<file path="src/design/pdmd_pkg.sv">
// ----------------------------------------------------------------------------
// pdmd_pkg
// shared widths, register indexes and the drive output function
// ----------------------------------------------------------------------------
package pdmd_pkg;

	localparam int CfgIdxW = 4;
	localparam int CfgDataW = 17;
	localparam int ErrW = 17;
	localparam int IntW = 20;
	localparam int CtlW = 37;
	localparam int DrvW = 53;
	localparam int FracW = 24;

	localparam logic [CfgIdxW-1:0] REG_SETPOINT = 4'd0;
	localparam logic [CfgIdxW-1:0] REG_GAIN_P   = 4'd1;
	localparam logic [CfgIdxW-1:0] REG_GAIN_I   = 4'd2;
	localparam logic [CfgIdxW-1:0] REG_GAIN_D   = 4'd3;
	localparam logic [CfgIdxW-1:0] REG_SCALE1   = 4'd4;
	localparam logic [CfgIdxW-1:0] REG_SCALE2   = 4'd5;
	localparam logic [CfgIdxW-1:0] REG_UPPER    = 4'd6;
	localparam logic [CfgIdxW-1:0] REG_LOWER    = 4'd7;

	localparam logic        OP_UPDATE = 1'b0;
	localparam logic signed [IntW:0] WINDUP_POS = 21'sd307200;
	localparam logic signed [IntW:0] WINDUP_NEG = -21'sd307200;
	localparam logic [15:0] SPEED_MAX = 16'hFFFF;

	typedef struct packed {
		logic        fwd;
		logic [15:0] speed;
	} drive_t;

	// truncate a clamped q.24 drive value toward zero, take magnitude and sign
	function automatic drive_t drive_out(input logic signed [DrvW-1:0] v);
		logic signed [DrvW-FracW-1:0] q;
		logic [DrvW-FracW-1:0] mag;
		drive_t d;
		q = v[DrvW-1:FracW];
		if (v[DrvW-1] && (v[FracW-1:0] != '0))
			q = q + 29'sd1;
		mag = q[DrvW-FracW-1] ? 29'(-q) : 29'(q);
		d.fwd = ~v[DrvW-1];
		d.speed = (mag > 29'(SPEED_MAX)) ? SPEED_MAX : mag[15:0];
		return d;
	endfunction

endpackage

</file>
<file path="src/design/pid_dual_motor_drive.sv">
// ----------------------------------------------------------------------------
// pid_dual_motor_drive
// pid controller with anti-windup clamp driving two motors, bit-serial math
// ----------------------------------------------------------------------------
// an accepted update runs the three gain products in the first shift-add loop,
// then the two scale products in the second, then the clamp and the output load;
// a new transaction is taken only once the block is idle again after that load
// clear transactions finish in the accept cycle and give no result
// reset: async active low; integral and last error zero, registers at defaults
module pid_dual_motor_drive
	import pdmd_pkg::*;
(
	input  logic                clk,
	input  logic                arst_n,
	input  logic                cfg_we,
	input  logic [CfgIdxW-1:0]  cfg_index,
	input  logic [CfgDataW-1:0] cfg_data,
	input  logic                in_valid,
	output logic                in_ready,
	input  logic                operation,
	input  logic signed [15:0]  measured,
	output logic                out_valid,
	input  logic                out_ready,
	output logic [15:0]         speed_one,
	output logic                forward_one,
	output logic [15:0]         speed_two,
	output logic                forward_two
);

	localparam logic [2:0] S_IDLE  = 3'd0;
	localparam logic [2:0] S_MUL1  = 3'd1;
	localparam logic [2:0] S_MUL2  = 3'd2;
	localparam logic [2:0] S_CLAMP = 3'd3;
	localparam logic [2:0] S_OUT   = 3'd4;

	// configuration registers
	logic signed [15:0] setpoint_q, gain_p_q, gain_i_q, gain_d_q, scale1_q, scale2_q;
	logic signed [16:0] upper_q, lower_q;

	// controller state
	logic signed [IntW-1:0] integral_q;
	logic signed [ErrW-1:0] last_q;

	// sequencer
	logic [2:0] state_q;
	logic [3:0] cnt_q;

	// first loop: multiplicands shift left, gain bits shift out at the bottom
	logic [CtlW-1:0] ma_q, mb_q, mc_q, acc_q;
	logic [15:0] ga_q, gb_q, gc_q;
	// second loop: control value against both scales
	logic [DrvW-1:0] mx_q, acc1_q, acc2_q;
	logic [15:0] s1_q, s2_q;

	logic accept;
	logic out_load;
	logic signed [ErrW-1:0] err;
	logic signed [IntW:0] isum;
	logic signed [IntW-1:0] isum_cl;
	logic signed [ErrW:0] dif;
	logic [CtlW-1:0] add1, acc_nx;
	logic [DrvW-1:0] add_a, add_b;
	logic [DrvW-1:0] up_ext, lo_ext, v1c, v2c;
	drive_t d1, d2;

	assign in_ready = (state_q == S_IDLE);
	assign accept = in_valid && in_ready;
	// result register loads once the previous result has left
	assign out_load = (state_q == S_OUT) && (!out_valid || out_ready);

	always_comb begin
		err = ErrW'(setpoint_q) - ErrW'(measured);
		isum = (IntW+1)'(integral_q) + (IntW+1)'(err);
		if (isum > WINDUP_POS)
			isum_cl = WINDUP_POS[IntW-1:0];
		else if (isum < WINDUP_NEG)
			isum_cl = WINDUP_NEG[IntW-1:0];
		else
			isum_cl = isum[IntW-1:0];
		dif = (ErrW+1)'(last_q) - (ErrW+1)'(err);
	end

	// one gain or scale bit per cycle; the top bit carries negative weight
	always_comb begin
		add1 = (ga_q[0] ? ma_q : '0) + (gb_q[0] ? mb_q : '0) + (gc_q[0] ? mc_q : '0);
		acc_nx = (cnt_q == 4'd15) ? acc_q - add1 : acc_q + add1;
		add_a = s1_q[0] ? mx_q : '0;
		add_b = s2_q[0] ? mx_q : '0;
	end

	// limits moved to q.24 and clamp, upper test first
	always_comb begin
		up_ext = {{(DrvW-17-FracW){upper_q[16]}}, upper_q, {FracW{1'b0}}};
		lo_ext = {{(DrvW-17-FracW){lower_q[16]}}, lower_q, {FracW{1'b0}}};
		v1c = acc1_q;
		if ($signed(v1c) >= $signed(up_ext))
			v1c = up_ext;
		if ($signed(v1c) <= $signed(lo_ext))
			v1c = lo_ext;
		v2c = acc2_q;
		if ($signed(v2c) >= $signed(up_ext))
			v2c = up_ext;
		if ($signed(v2c) <= $signed(lo_ext))
			v2c = lo_ext;
		d1 = drive_out(acc1_q);
		d2 = drive_out(acc2_q);
	end

	// configuration writes, indexes beyond the list are ignored
	always_ff @(posedge clk or negedge arst_n) begin
		if (!arst_n) begin
			setpoint_q <= '0;
			gain_p_q <= '0;
			gain_i_q <= '0;
			gain_d_q <= '0;
			scale1_q <= 16'sd256;
			scale2_q <= 16'sd256;
			upper_q <= 17'sd65535;
			lower_q <= -17'sd65535;
		end else if (cfg_we) begin
			unique case (cfg_index)
				REG_SETPOINT: setpoint_q <= cfg_data[15:0];
				REG_GAIN_P:   gain_p_q <= cfg_data[15:0];
				REG_GAIN_I:   gain_i_q <= cfg_data[15:0];
				REG_GAIN_D:   gain_d_q <= cfg_data[15:0];
				REG_SCALE1:   scale1_q <= cfg_data[15:0];
				REG_SCALE2:   scale2_q <= cfg_data[15:0];
				REG_UPPER:    upper_q <= cfg_data;
				REG_LOWER:    lower_q <= cfg_data;
				default: ;
			endcase
		end
	end

	// sequencer, controller state and output register
	always_ff @(posedge clk or negedge arst_n) begin
		if (!arst_n) begin
			state_q <= S_IDLE;
			cnt_q <= '0;
			integral_q <= '0;
			last_q <= '0;
			out_valid <= 1'b0;
		end else begin
			if (out_load)
				out_valid <= 1'b1;
			else if (out_valid && out_ready)
				out_valid <= 1'b0;
			unique case (state_q)
				S_IDLE: begin
					if (accept) begin
						if (operation == OP_UPDATE) begin
							integral_q <= isum_cl;
							last_q <= err;
							cnt_q <= '0;
							state_q <= S_MUL1;
						end else begin
							// clear transaction
							integral_q <= '0;
							last_q <= '0;
						end
					end
				end
				S_MUL1: begin
					cnt_q <= cnt_q + 4'd1;
					if (cnt_q == 4'd15)
						state_q <= S_MUL2;
				end
				S_MUL2: begin
					cnt_q <= cnt_q + 4'd1;
					if (cnt_q == 4'd15)
						state_q <= S_CLAMP;
				end
				S_CLAMP: state_q <= S_OUT;
				S_OUT: begin
					// hold here while the previous result is still pending
					if (out_load)
						state_q <= S_IDLE;
				end
				default: state_q <= S_IDLE;
			endcase
		end
	end

	// datapath shift registers and accumulators
	always_ff @(posedge clk) begin
		unique case (state_q)
			S_IDLE: begin
				ma_q <= CtlW'(err);
				mb_q <= CtlW'(isum_cl);
				mc_q <= CtlW'(dif);
				ga_q <= gain_p_q;
				gb_q <= gain_i_q;
				gc_q <= gain_d_q;
				acc_q <= '0;
			end
			S_MUL1: begin
				ma_q <= ma_q << 1;
				mb_q <= mb_q << 1;
				mc_q <= mc_q << 1;
				ga_q <= ga_q >> 1;
				gb_q <= gb_q >> 1;
				gc_q <= gc_q >> 1;
				acc_q <= acc_nx;
				if (cnt_q == 4'd15) begin
					mx_q <= DrvW'($signed(acc_nx));
					s1_q <= scale1_q;
					s2_q <= scale2_q;
					acc1_q <= '0;
					acc2_q <= '0;
				end
			end
			S_MUL2: begin
				mx_q <= mx_q << 1;
				s1_q <= s1_q >> 1;
				s2_q <= s2_q >> 1;
				acc1_q <= (cnt_q == 4'd15) ? acc1_q - add_a : acc1_q + add_a;
				acc2_q <= (cnt_q == 4'd15) ? acc2_q - add_b : acc2_q + add_b;
			end
			S_CLAMP: begin
				acc1_q <= v1c;
				acc2_q <= v2c;
			end
			S_OUT: begin
				if (out_load) begin
					speed_one <= d1.speed;
					forward_one <= d1.fwd;
					speed_two <= d2.speed;
					forward_two <= d2.fwd;
				end
			end
			default: ;
		endcase
	end

endmodule

</file>
<file path="config.mk">
export PLATFORM = sky130hd
export DESIGN_NAME = pid_dual_motor_drive
export DESIGN_NICKNAME = d
export VERILOG_FILES = /design/src/design/pdmd_pkg.sv /design/src/design/pid_dual_motor_drive.sv
export SDC_FILE = /design/constraint.sdc
export NUM_CORES = 2
export LEC_CHECK = 0
export ABC_AREA = 1
export BUFFER_PORTS_ARGS = -buffer_cell sky130_fd_sc_hd__clkbuf_2
export CAP_MARGIN = 10
export CORE_UTILIZATION = 50
export CTS_BUF_LIST = sky130_fd_sc_hd__clkbuf_8
export CTS_CLUSTER_DIAMETER = 30
export DETAILED_ROUTE_END_ITERATION = 6
export PLACE_DENSITY = 0.66
export SYNTH_ARGS = -nofsm -noshare
export SYNTH_HDL_FRONTEND = slang
export SYNTH_SLANG_ARGS = --single-unit
</file>
<file path="constraint.sdc">
create_clock -name clk -period 15.5 [get_ports clk]
set_input_delay 3.1 -clock clk [delete_from_list [all_inputs] [get_ports clk]]
set_output_delay 3.1 -clock clk [all_outputs]
set_load 0.05 [all_outputs]
</file>
==> impl_metrics.py <==
metrics = {
    "status": {
        "status": "finished, final reports clean",
    },
    "power": {
        "leakagePower_nw": 28.55,
        "ir_drop_mv": 0.2023,
        "powerDensity_mw_per_mm2": 190.3,
    },
    "routing": {
        "drtAntennaViolNets": 0,
        "first_iter_violations": 4632,
        "highest_layer": "met5",
        "routed_wl_um": 163000,
        "wl_per_cell_um": 18.16,
        "viasPerCell": 5.507,
        "wl_met2_um": 72240,
        "drcViolationCount": 0,
        "dr_total_vias": 49416,
        "drt_first_pass_iters": 6,
        "met3_length_um": 11990,
        "wl_met1_um": 73360,
    },
    "flow_run": {
        "cap_violations": 0,
    },
    "critical_path": {
        "end_kind": "register",
        "start_kind": "input port",
        "critPathArrivalTime_ps": 8520,
        "crit_top_cell": "nand2_1",
        "crit_type": "input port to register",
        "required_ps": 16110,
        "critical_path.max_fanout": 34,
        "r2r_cells": 32,
        "r2r_start": "ga_q[0]",
        "slowest_stage": "ha_1",
        "slowest_delay_ps": 550,
        "r2r-end": "mx_q[35]",
        "rrSetupSlack_ps": 8520,
    },
    "clock_network": {
        "cts_buffers": 154,
        "cts_resized": 0,
        "clock_sinks": 596,
        "cts_root_buf": "clkbuf_8",
        "hold_buffers": 0,
        "clock_latency_ps": 870,
        "cts_tree": "done",
        "post_cts_buffers": 0,
        "path_clk_slew_ps": 50,
        "clockBufferDepth": 3,
        "cts_max_level": 4,
    },
    "timing": {
        "fin_crit_sh_pct": 51.02,
        "setup_ws_ps": 7592,
        "skew_ps": 43.92,
        "max_slew.worst_pin.slew_ps": 1233,
        "finalSetupViolations": 0,
        "max_freq_mhz": 126.5,
        "tns_ps": 0,
        "rsz0062_at_grt": "false",
        "relSlewSlack_pct": 17.80,
        "hold_viol_final": 0,
        "drv_slew": 0,
        "period_minus_slack_ps": 7908,
    },
    "logic_synthesis": {
        "netlist_area_mm2": 0.05197,
        "synth_seq_cells": 596,
        "post_synth_num_cell_types": 65,
        "synthArstFlopShare_pct": 29.36,
        "synth_cells": 7412,
        "syn_area_per_cell_um2": 7.011,
        "synth_nets": 7850,
        "ys.flop_type": "edfxtp_1",
        "synth-edff-count": 421,
        "ys_seq_area_share_pct": 32.80,
        "yosysWarnings": 0,
    },
    "floorplan": {
        "core_mm2": 0.1025,
        "rows": 117,
        "die-area_mm2": 0.1052,
        "num_io_pins": 79,
        "start_util_pct": 50.71,
        "die_w_um": 324.4,
        "die_y_um": 324.4,
    },
    "global_route": {
        "antenna_found_initial": 2,
        "grt_pass1_wl_um": 255700,
        "gr-usage-all-layers_pct": 30.40,
        "first_global_vias": 46215,
        "overflow": 0,
        "grt_max_degree": 183,
    },
    "worst_hold_path": {
        "whs_endpoint": "lower_q[15]",
        "min_from": "lower_q[15]",
        "min_delay_path_depth": 2,
        "min_path_type": "register to register",
    },
    "placement": {
        "dp_slack_ps": 6658,
        "gp_congestion": 0.9533,
        "placed_area_mm2": 0.05351,
        "place_hpwl_um": 123700,
        "io_buffers": 78,
    },
    "layout": {
        "final_core_util_pct": 55.81,
        "final_net_count": 7911,
        "area_growth_pct": 10.04,
        "drive_gt1_share_pct": 7.613,
        "fin_area_mm2": 0.05719,
    },
}
[metrics by stage]
stage	total power, mW	std cells	hold WS, ps
2_1_floorplan	6.863	7412	453.0
3_3_place_gp	8.437	8685	465.8
3_5_place_dp	8.493	8685	473.1
4_1_cts	10.86	8973	486.7
5_1_grt	11.75	8974	496.9
6_report	10.88	8974	482.2
[area by class of cell]
| class | instances | area (um2) |
|---|---|---|
| Sequential cell | 596 | 17050 |
| Clock inverter | 129 | 1490 |
| Clock buffer | 159 | 2188 |
| Multi-Input combinational cell | 5658 | 30480 |
| Tap cell | 1368 | 1712 |
| Inverter | 947 | 3562 |
| Timing Repair Buffer | 116 | 706.9 |
| Fill cell | 10096 | 45290 |
| Antenna cell | 1 | 2.502 |
[kinds of logic (layout without fill, tap and decap cells)]
group | Yosys count | in the layout | share of synthesized area [%]
AOI/OAI and AO/OA | 1253 | 1253 | 13.21
and+or+nand+nor | 3732 | 3732 | 30.47
other | 0 | 1 | 0
DFF | 596 | 596 | 32.80
buffers and inverters | 1158 | 1351 | 8.696
adders and majority gates | 395 | 395 | 10.13
xor gates and xnor gates | 278 | 278 | 4.700
[layout by cell type (no fill, tap or decap), drive strengths merged, types with 17 or more instances in the layout]
cell type  synthesis  layout
clkinvlp           0      17
o21ai            574     574
a31oi             46      46
xnor2             83      83
ha               352     352
xor2             195     195
clkinv             0      54
a21oi            441     441
nand3            509     509
nand4             76      76
fa                43      43
nor2             636     636
nor3              80      80
nand2           2334    2334
nor4              29      29
buf               63      39
or2               30      30
inv              947     982
nand3b            27      27
o21bai            19      19
clkbuf           148     236
o21a              62      62
dfrtp            155     155
bufinv             0      23
dfstp             20      20
edfxtp           421     421
a21o              33      33
[registers in the layout, indices dropped and copies added, names as in the netlist, 20 cells and up]
signal,flops
acc1_q,53
acc2_q,53
mx_q,53
acc_q,37
ma_q,37
mb_q,37
mc_q,37
integral_q,20
[worst max-delay path: cells and delay by family]
family	cells	cell delay, ps
xor+xnor	1	330
simple gates	16	2410
buf+inv	4	570
fa+ha+maj	3	940
compound gates	5	1160
[metal layers]
metal	up-vias	track usage, %
met4	2	11.11
li1	24519	-
met3	293	5.117
met1	22972	42.22
met5	-	0
met2	1630	47.48
[synth_stat cells, types with 25 or more instances]
cell type	number	area, um2
nand2_1	2282	8566
inv_1	939	3525
nor2_1	594	2230
o21ai_0	556	2783
nand3_1	470	2352
a21oi_1	436	2182
edfxtp_1	421	12640
ha_1	352	4404
xor2_1	195	1708
dfrtp_1	155	3879
clkbuf_1	145	544.3
xnor2_1	82	718.2
nand4_1	75	469.2
nor3_1	75	375.4
o21a_1	62	465.5
nand2_2	47	294.0
a31oi_1	46	287.8
fa_1	43	860.8
nand3_2	36	360.4
a21o_1	33	247.7
nor4_1	29	181.4
or2_2	29	181.4
nand3b_1	27	202.7
buf_2	26	130.1
nor2_2	25	156.4
[power by group]
group,internal [mW],switching [mW],total (mW)
sequential,2.41,0.281,2.69
clock,1.39,0.936,2.32
combinational,1.85,4.02,5.87
total,5.64,5.24,10.9
[worst max-delay path by stage]
stage                    end  depth (start not counted)  slack (ps)        start
global route         mb_q[3]                         29        6970  measured[0]
CTS                 mb_q[18]                         29        7570  measured[0]
global placement    mb_q[13]                         29        6730  measured[0]
floorplan           cnt_q[1]                          3        4880   state_q[2]
finish              mb_q[18]                         29        7590  measured[0]
detailed placement  mb_q[18]                         29        6660  measured[0]
Power figures use the tool's default switching activity.
